`config.mk`:
```
export PLATFORM = sky130hd
export DESIGN_NAME = fpr_ctrl_flat
export DESIGN_NICKNAME = d
export VERILOG_FILES = /design/src/design/fpr_pkg.sv /design/src/design/fpr_if.sv /design/src/design/fpr_ctrl.sv /design/src/flat_wrapper.sv
export SDC_FILE = /design/constraint.sdc
export NUM_CORES = 1
export LEC_CHECK = 0
export BUFFER_PORTS_ARGS = -buffer_cell sky130_fd_sc_hd__clkbuf_2
export CAP_MARGIN = 30
export CORE_MARGIN = 8
export CORE_UTILIZATION = 49
export DETAILED_ROUTE_END_ITERATION = 6
export GPL_TIMING_DRIVEN = 0
export MAX_ROUTING_LAYER = met4
export PLACE_DENSITY = 0.71
export SYNTH_ARGS = -nofsm -noshare
export SYNTH_HDL_FRONTEND = slang
export SYNTH_SLANG_ARGS = --single-unit
```
`constraint.sdc`:
```
create_clock -name clk -period 9.5 [get_ports clk]
set_input_delay 2.375 -clock clk [delete_from_list [all_inputs] [get_ports clk]]
set_output_delay 2.375 -clock clk [all_outputs]
set_load 0.03 [all_outputs]
```
`src/design/fpr_pkg.sv`:
```
// ----------------------------------------------------------------------------
// fpr_pkg
// Shared types and constants for the FIFO page replacement block.
// ----------------------------------------------------------------------------
`default_nettype none

package fpr_pkg;

  localparam int PAGE_W = 32;
  localparam int CNT_W  = 32;
  localparam int CFG_W  = 12;

  localparam logic [CFG_W-1:0] FRAMES_RESET = 12'd4;
  localparam logic [CNT_W-1:0] CNT_MAX      = '1;

  typedef enum logic [1:0] {
    ST_IDLE,
    ST_SCAN,
    ST_FINISH
  } state_t;

endpackage

`default_nettype wire

```
`src/design/fpr_if.sv`:
```
// ----------------------------------------------------------------------------
// fpr_if
// Valid/ready channels: frame count writes, page requests, results.
// ----------------------------------------------------------------------------
`default_nettype none


interface fpr_req_if;
  logic                      valid;
  logic                      ready;
  logic [fpr_pkg::PAGE_W-1:0] page_number;

  modport source (output valid, output page_number, input ready);
  modport sink   (input valid, input page_number, output ready);
endinterface

interface fpr_rsp_if;
  logic                     valid;
  logic                     ready;
  logic                     hit;
  logic                     replaced;
  logic [fpr_pkg::CNT_W-1:0] request_total;
  logic [fpr_pkg::CNT_W-1:0] fault_total;
  logic [fpr_pkg::CFG_W-1:0] frames_loaded;

  modport source (output valid, output hit, output replaced, output request_total,
                  output fault_total, output frames_loaded, input ready);
  modport sink   (input valid, input hit, input replaced, input request_total,
                  input fault_total, input frames_loaded, output ready);
endinterface

`default_nettype wire

```
`src/design/fpr_ctrl.sv`:
```
// ----------------------------------------------------------------------------
// fpr_ctrl
// Scan sequencer, victim pointer, fill count, counters and result register.
// Frames below the fill count are the valid ones.
// ----------------------------------------------------------------------------
`default_nettype none

module fpr_ctrl #(
  parameter int MAX_FRAMES = 2048
) (
  input  wire logic                       clk,
  input  wire logic                       rst,
  input  wire logic [fpr_pkg::CFG_W-1:0]  frames_in_use,
  fpr_req_if.sink                         req,
  fpr_rsp_if.source                       rsp,
  output      logic                       mem_we,
  output      logic [((MAX_FRAMES > 1) ? $clog2(MAX_FRAMES) : 1)-1:0] mem_waddr,
  output      logic [fpr_pkg::PAGE_W-1:0] mem_wdata,
  output      logic                       mem_re,
  output      logic [((MAX_FRAMES > 1) ? $clog2(MAX_FRAMES) : 1)-1:0] mem_raddr,
  input  wire logic [fpr_pkg::PAGE_W-1:0] mem_rdata
);

  localparam int AW = (MAX_FRAMES > 1) ? $clog2(MAX_FRAMES) : 1;
  localparam int CW = $clog2(MAX_FRAMES + 1);

  fpr_pkg::state_t state, state_next;

  logic [fpr_pkg::PAGE_W-1:0] page;
  logic [CW-1:0]              n_lat;
  logic [CW-1:0]              limit;
  logic [CW-1:0]              issue_cnt;
  logic [CW-1:0]              loaded;
  logic [AW-1:0]              victim;
  logic                       cmp_valid;
  logic                       hit_flag;
  logic [fpr_pkg::CNT_W-1:0]  req_count;
  logic [fpr_pkg::CNT_W-1:0]  fault_count;

  logic [CW-1:0]              n_eff;
  logic [CW-1:0]              limit_calc;
  logic [31:0]                cfg_ext;
  logic                       accept;
  logic                       hit_now;
  logic                       issue;
  logic                       scan_done;
  logic                       out_free;
  logic                       finish_go;
  logic [AW-1:0]              slot;
  logic                       slot_valid;
  logic [CW-1:0]              slot_inc;
  logic [AW-1:0]              victim_next;
  logic [CW-1:0]              loaded_next;
  logic [fpr_pkg::CNT_W-1:0]  req_count_next;
  logic [fpr_pkg::CNT_W-1:0]  fault_count_next;

  // effective frame count, clamped to 1 .. MAX_FRAMES
  always_comb begin
    cfg_ext = 32'(frames_in_use);
    if (cfg_ext == 32'd0) begin
      n_eff = CW'(1);
    end else if (cfg_ext > 32'(MAX_FRAMES)) begin
      n_eff = CW'(MAX_FRAMES);
    end else begin
      n_eff = CW'(cfg_ext);
    end
    limit_calc = (n_eff < loaded) ? n_eff : loaded;
  end

  assign accept    = req.valid && req.ready;
  assign hit_now   = cmp_valid && (mem_rdata == page);
  assign issue     = (state == fpr_pkg::ST_SCAN) && (issue_cnt < limit) && !hit_now;
  assign scan_done = hit_now || ((issue_cnt == limit) && !cmp_valid);
  assign out_free  = !rsp.valid || rsp.ready;
  assign finish_go = (state == fpr_pkg::ST_FINISH) && out_free;

  // victim slot and update values
  always_comb begin
    slot        = (CW'(victim) >= n_lat) ? '0 : victim;
    slot_valid  = CW'(slot) < loaded;
    slot_inc    = CW'(slot) + CW'(1);
    victim_next = (slot_inc >= n_lat) ? '0 : slot_inc[AW-1:0];
    loaded_next = loaded;
    fault_count_next = fault_count;
    if (!hit_flag) begin
      if (slot_valid) begin
        if (fault_count != fpr_pkg::CNT_MAX) begin
          fault_count_next = fault_count + fpr_pkg::CNT_W'(1);
        end
      end else begin
        loaded_next = loaded + CW'(1);
      end
    end
    req_count_next = (req_count == fpr_pkg::CNT_MAX) ? req_count
                                                     : req_count + fpr_pkg::CNT_W'(1);
  end

  always_comb begin
    state_next = state;
    case (state)
      fpr_pkg::ST_IDLE: begin
        if (accept) begin
          state_next = fpr_pkg::ST_SCAN;
        end
      end
      fpr_pkg::ST_SCAN: begin
        if (scan_done) begin
          state_next = fpr_pkg::ST_FINISH;
        end
      end
      fpr_pkg::ST_FINISH: begin
        if (out_free) begin
          state_next = fpr_pkg::ST_IDLE;
        end
      end
      default: begin
        state_next = fpr_pkg::ST_IDLE;
      end
    endcase
  end

  always_comb begin
    req.ready = (state == fpr_pkg::ST_IDLE);
    mem_re    = issue;
    mem_raddr = issue_cnt[AW-1:0];
    mem_we    = finish_go && !hit_flag;
    mem_waddr = slot;
    mem_wdata = page;
  end

  always_ff @(posedge clk) begin
    if (rst) begin
      state       <= fpr_pkg::ST_IDLE;
      victim      <= '0;
      loaded      <= '0;
      req_count   <= '0;
      fault_count <= '0;
      cmp_valid   <= 1'b0;
      rsp.valid   <= 1'b0;
    end else begin
      state     <= state_next;
      cmp_valid <= issue;
      if (finish_go) begin
        req_count   <= req_count_next;
        fault_count <= fault_count_next;
        loaded      <= loaded_next;
        if (!hit_flag) begin
          victim <= victim_next;
        end
        rsp.valid <= 1'b1;
      end else if (rsp.ready) begin
        rsp.valid <= 1'b0;
      end
    end
  end

  always_ff @(posedge clk) begin
    if (accept) begin
      page      <= req.page_number;
      n_lat     <= n_eff;
      limit     <= limit_calc;
      issue_cnt <= '0;
      hit_flag  <= 1'b0;
    end else begin
      if (issue) begin
        issue_cnt <= issue_cnt + CW'(1);
      end
      if ((state == fpr_pkg::ST_SCAN) && hit_now) begin
        hit_flag <= 1'b1;
      end
    end
    if (finish_go) begin
      rsp.hit           <= hit_flag;
      rsp.replaced      <= !hit_flag && slot_valid;
      rsp.request_total <= req_count_next;
      rsp.fault_total   <= fault_count_next;
      rsp.frames_loaded <= fpr_pkg::CFG_W'(loaded_next);
    end
  end

  a_loaded_bound: assert property (@(posedge clk) disable iff (rst)
    loaded <= CW'(MAX_FRAMES))
    else $error("fill count above frame capacity");

  a_victim_in_fill: assert property (@(posedge clk) disable iff (rst)
    CW'(victim) <= loaded)
    else $error("victim pointer beyond filled frames");

  a_read_valid_only: assert property (@(posedge clk) disable iff (rst)
    mem_re |-> (issue_cnt < loaded))
    else $error("read of a frame that was never loaded");

  a_write_on_miss: assert property (@(posedge clk) disable iff (rst)
    mem_we |=> (rsp.valid && !rsp.hit))
    else $error("frame write without a miss result");

endmodule

`default_nettype wire

```
`src/flat_wrapper.sv`:
```
// flat-port wrapper written by rule: the top's interface ports become plain ports
module fpr_ctrl_flat 
#(
  parameter int MAX_FRAMES = 2048
)
  (clk, rst, frames_in_use, mem_we, mem_waddr, mem_wdata, mem_re, mem_raddr, mem_rdata, req_valid, req_page_number, req_ready, rsp_valid, rsp_hit, rsp_replaced, rsp_request_total, rsp_fault_total, rsp_frames_loaded, rsp_ready);
  fpr_req_if req_i ();
  fpr_rsp_if rsp_i ();
  input  wire logic clk;
  input  wire logic rst;
  input  wire logic [fpr_pkg::CFG_W-1:0] frames_in_use;
  output      logic mem_we;
  output      logic [((MAX_FRAMES > 1) ? $clog2(MAX_FRAMES) : 1)-1:0] mem_waddr;
  output      logic [fpr_pkg::PAGE_W-1:0] mem_wdata;
  output      logic mem_re;
  output      logic [((MAX_FRAMES > 1) ? $clog2(MAX_FRAMES) : 1)-1:0] mem_raddr;
  input  wire logic [fpr_pkg::PAGE_W-1:0] mem_rdata;
  input wire logic [$bits(req_i.valid)-1:0] req_valid;
  input wire logic [$bits(req_i.page_number)-1:0] req_page_number;
  output wire logic [$bits(req_i.ready)-1:0] req_ready;
  output wire logic [$bits(rsp_i.valid)-1:0] rsp_valid;
  output wire logic [$bits(rsp_i.hit)-1:0] rsp_hit;
  output wire logic [$bits(rsp_i.replaced)-1:0] rsp_replaced;
  output wire logic [$bits(rsp_i.request_total)-1:0] rsp_request_total;
  output wire logic [$bits(rsp_i.fault_total)-1:0] rsp_fault_total;
  output wire logic [$bits(rsp_i.frames_loaded)-1:0] rsp_frames_loaded;
  input wire logic [$bits(rsp_i.ready)-1:0] rsp_ready;
  assign req_i.valid = req_valid;
  assign req_i.page_number = req_page_number;
  assign req_ready = req_i.ready;
  assign rsp_valid = rsp_i.valid;
  assign rsp_hit = rsp_i.hit;
  assign rsp_replaced = rsp_i.replaced;
  assign rsp_request_total = rsp_i.request_total;
  assign rsp_fault_total = rsp_i.fault_total;
  assign rsp_frames_loaded = rsp_i.frames_loaded;
  assign rsp_i.ready = rsp_ready;
  fpr_ctrl #(.MAX_FRAMES(MAX_FRAMES)) u_core (.clk(clk), .rst(rst), .frames_in_use(frames_in_use), .req(req_i), .rsp(rsp_i), .mem_we(mem_we), .mem_waddr(mem_waddr), .mem_wdata(mem_wdata), .mem_re(mem_re), .mem_raddr(mem_raddr), .mem_rdata(mem_rdata));
endmodule
```
Word-level counts from Yosys, hierarchy flattened. Cells that the tools add are included.

Register bits: 238. Bits of input ports: 80.

Add/subtract/negate cells: 5. Bitwise logic cells: 1. Eq/ne operators: 9. Muxes and demuxes: 17. Order comparisons: 6. Reductions and logical operators: 20.

Operators with widths (number): 32-bit 2-to-1 mux (4); 32-bit by 1-bit adder with 32-bit output, second input constant (2); 12-bit 2-to-1 mux (5); 32-bit equality test (1); 32-bit equality test, second input constant (1); 32-bit != test, second input constant (1); 12-bit by 1-bit adder with 12-bit output, second input constant (2); 12-bit less-than comparator (2); 11-bit 2-to-1 mux (2); 11-bit by 1-bit adder with 12-bit output, second input constant (1); 12-bit equality test (1); 11-bit by 12-bit >= comparator with 1-bit output (1); 12-bit >= comparator (1); 12-bit greater-than comparator, second input constant (1); 12-bit zero test (1); 11-bit by 12-bit less-than comparator with 1-bit output (1); 1-bit logical AND (9); 2-bit 2-to-1 mux (3); 2-bit one-hot mux with 3 select lines (1); 1-bit zero test (4); 2-bit by 1-bit != test with 1-bit output, second input constant (2); 3-bit AND reduction (1); 2-bit by 1-bit equality test with 1-bit output, second input constant (1); 2-bit equality test, second input constant (1); other kinds (7) (9).

Longest topological paths before layout.
Depth in word-level cells: 5. Gate-level depth with buffers: 18.

Worst setup path before layout. OpenSTA, ideal clock, no wires.

Path type: input-to-output. Start point: in mem_rdata[24] in the netlist's numbering. End point: out mem_re. Stages on the path: 6. Path slack: 3.200 ns. Required time: 7.125 ns. Data arrival time: 3.925 ns. Buffers on the path: 1. Cell sequence: xor2_1 > nor4_1 > nand4_1 > o31ai_2 > and3b_1 > clkbuf_1.

Cells in the longest elaborated chain, start to end: 4.

RTL lines: start: declaration (line flat_wrapper.sv:17) `input wire logic [fpr_pkg::PAGE_W-1:0] mem_rdata;`; 32-bit equality test (line fpr_ctrl.sv:71) `assign hit_now = cmp_valid && (mem_rdata == page);`; 1-bit logical AND (line fpr_ctrl.sv:71); 1-bit zero test (line fpr_ctrl.sv:72) `assign issue = (state == fpr_pkg::ST_SCAN) && (issue_cnt < limit) && !hit_now;`; 1-bit logical AND (line fpr_ctrl.sv:72); end: declaration (line flat_wrapper.sv:15) `output logic mem_re;`.

Every way passes these cells.

Worst setup path in the final report.
Start point: in mem_rdata[31] in the netlist's numbering. End point: out mem_re.

The elaborated chain is that of the path after synthesis.

==> out/qor.txt <==
Post-synth top cells - edfxtp_1, dfxtp_1, nand2_1, nor2_1, xor2_1
Final TNS setup - 0 ps
Synthesis-to-finish area growth - 19.8%
CTS sink cnt - 238
Status - finished, final reports clean
CP Max Fanout - 10
Synth Area in Adders - 5.92%
RSZ-0062 raised after global routing - no
Via count - 10200
Grt ovf - 0
Crit end category - primary output
Multi-input combinational cell area - 5860 µm²
Ys async rst share - 0%
Netlist area before placement - 12500 µm²
Simple-gate share of the synthesized area - 20.5%
Fin crit period - 7060 ps
Multiplexer share of the synthesized area - 2.97%
CTS tree - yes
CTS clock-pin slew for the worst setup and hold paths - 60 ps
Initial DRC count - 877
Worst-Margin Slew - 937 ps
Clock Latency Late Sink - 530 ps
Synth area leaders - edfxtp_1, dfxtp_1, ha_1
First-pass GRT wire length - 53.0 mm
Rel. slew slack - 37.1%
Xor/xnor cell area share of the yosys netlist - 9.55%
GPL Wtd Cong - 0.935
Sequential cell area - 6110 µm²
H-tree Lvls - 1
Core box area - 25100 µm²
Seq cells post-synth - 238
CTS Root Buffer Type - clkbuf_16
Predominant post-synthesis flop cell - edfxtp_1
Drt pass-1 iters - 6
Post-cts resize count - 0
Post-DP HPWL - 25.0 mm
CTS max path bufs - 3
Max stage delay on crit path - 670 ps
Starting Density - 49.7%
Worst path required time - 7130 ps
# DRC - 0
Overall Power - 2.46 mW
Synth area leader - edfxtp_1
Cell Rows - 58
Largest net degree at the start of global routing - 50
Final Hold Viols - 0
Antenna violations before repair - 0
Avg WL per Cell - 18.3 µm
CP max stage cell - o31ai_2
Number of max-cap violations - 0
# port buffers - 215
CP Cell Sequence - clkbuf_2 > xor2_1 > nor4_1 > nand3_1 > o31ai_2 > and3b_1 > clkbuf_1 > clkbuf_2
Final max-slew violation count - 0
Post-synth EDFFs - 134
Post-CTS setup buffer count - 0
Tot GR Track Use - 21.8%
Power density over the cells - 164 nW/µm²
Boundary Pins - 216
Sequential-to-total area share from yosys stat - 48.9%
Syn. warnings - 0
# hold bufs at CTS - 0
Vias in the first global route - 10000
Critical Path Source Type - input port
CP arrival - 4690 ps
Min-delay worst type - flop to flop
Final period util - 74.3%
Ant diodes - 0
Fmax - 142 MHz
Antenna-violating nets left - 0
Synth Area in Compound Gates - 8.05%
Clock skew - 22.8 ps
Dominant cell by count in the synthesized netlist - edfxtp_1
Top-area cell type share of the netlist area - 32.2%
Leakage - 6.22 nW
Die Area - 30800 µm²
CP most frequent cell - clkbuf_2
Final WL - 33.5 mm
Distinct cells, synth - 63
Inserted Clock Buffers - 26
Mapped Cells - 1232
Fillers - 2217
Die W - 176 µm
Worst setup path class - input port to primary output
Vias per inst - 5.61
Layout net count - 1616
Mapped Avg Cell Area - 10.1 µm²
Syn_nets - 1371
Layout cells sized above 1 - 21.6%
Maximum vdd ir drop - 109 µV
Die Y-Extent - 176 µm
Main combinational cell family by area after synthesis - simple AND/OR/NAND/NOR gates
Setup violators final - 0
==> per-layer routing <==
layer  track usage, %  wire [µm]
met1             27.3      14400
met2             35.7      16000
met3             3.35       2240
met4             6.89        901
met5                -          0
==> placed cells by master (no fill, tap or decap), types with 24 or more instances in the layout <==
master,synthesis,final
clkbuf_16,0,26
edfxtp_1,134,134
ha_1,59,59
nor2b_1,26,26
clkbuf_1,44,45
xnor2_1,52,52
inv_1,52,51
clkbuf_2,1,216
mux2_2,24,24
nor3_1,37,37
nor4_1,34,34
and3_1,34,34
nand4_1,27,27
or3_1,25,25
nor2_1,93,93
o21ai_0,30,30
nand3_1,59,59
a21oi_1,51,51
xor2_1,84,84
dfxtp_1,104,104
nand2_1,97,97
==> where the power goes <==
group          total [mW]  leakage [nW]  internal, mW  switching [mW]
clock                1.09         0.452         0.667           0.420
combinational       0.226          3.58        0.0734           0.153
sequential           1.14          2.18          1.12          0.0198
==> metrics by stage <==
step                worst slack [ps]  util, %  area [µm²]  hold WS, ps  cells
detailed placement              2490     55.8       14000          428   1779
global route                    2220     59.5       14900          471   1827
global placement                1910     55.6       14000          421   1777
CTS                             2420     59.5       14900          444   1827
floorplan                       3200        -       12500          406   1232
finish                          2440     59.5       14900          441   1827
==> worst paths after layout <==
check                           startpoint                                   end  cells past startpoint  slack (ps)
max                          mem_rdata[31]                                mem_re                      8        2440
min           u_core.hit_flag$_SDFFE_PP0P_              u_core.rsp.hit$_DFFE_PP_                      0         440
max reg2reg  u_core.victim[6]$_SDFFE_PP0P_  u_core.rsp.fault_total[28]$_DFFE_PP_                     17        3980
min reg2reg   u_core.hit_flag$_SDFFE_PP0P_              u_core.rsp.hit$_DFFE_PP_                      0         440
==> kinds of logic (layout without fill, tap and decap cells) <==
family	Yosys count	after routing
AO/OA/AOI/OAI	155	155
XOR/XNOR	136	136
adder cells (fa/ha/maj)	59	59
buffers and inverters	121	386
flip-flops	238	238
multiplexers	34	34
AND/OR/NAND/NOR	489	489
==> critical path: cells and delay by family <==
kind | cells | cell delay (ps)
xor+xnor | 1 | 150
simple gates | 3 | 980
buf+inv | 3 | 510
compound gates | 1 | 670
==> flip-flops by register name, indices dropped and copies added, names as in the netlist <==
name and cells:
u_core.rsp.fault_total 32, u_core.mem_wdata 32, u_core.rsp.frames_loaded 12, u_core.state 2, u_core.hit_flag 1, u_core.issue_cnt 12, u_core.rsp.request_total 32, u_core.fault_count 32
u_core.rsp.replaced 1, u_core.cmp_valid 1, u_core.req_count 32, u_core.rsp.hit 1, u_core.limit 12, u_core.rsp.valid 1, u_core.loaded 12, u_core.victim 11
u_core.n_lat 12
==> final cells by class <==
class / instances / area share, %
multi-input combinational: 873 / 39.2
clock inverter: 20 / 1.82
inverter: 53 / 1.33
clock buffer: 28 / 4.40
sequential: 238 / 40.8
tap: 330 / 2.76
buffer: 68 / 2.13
timing repair buffer: 217 / 7.52
Power figures use the tool's default switching activity.
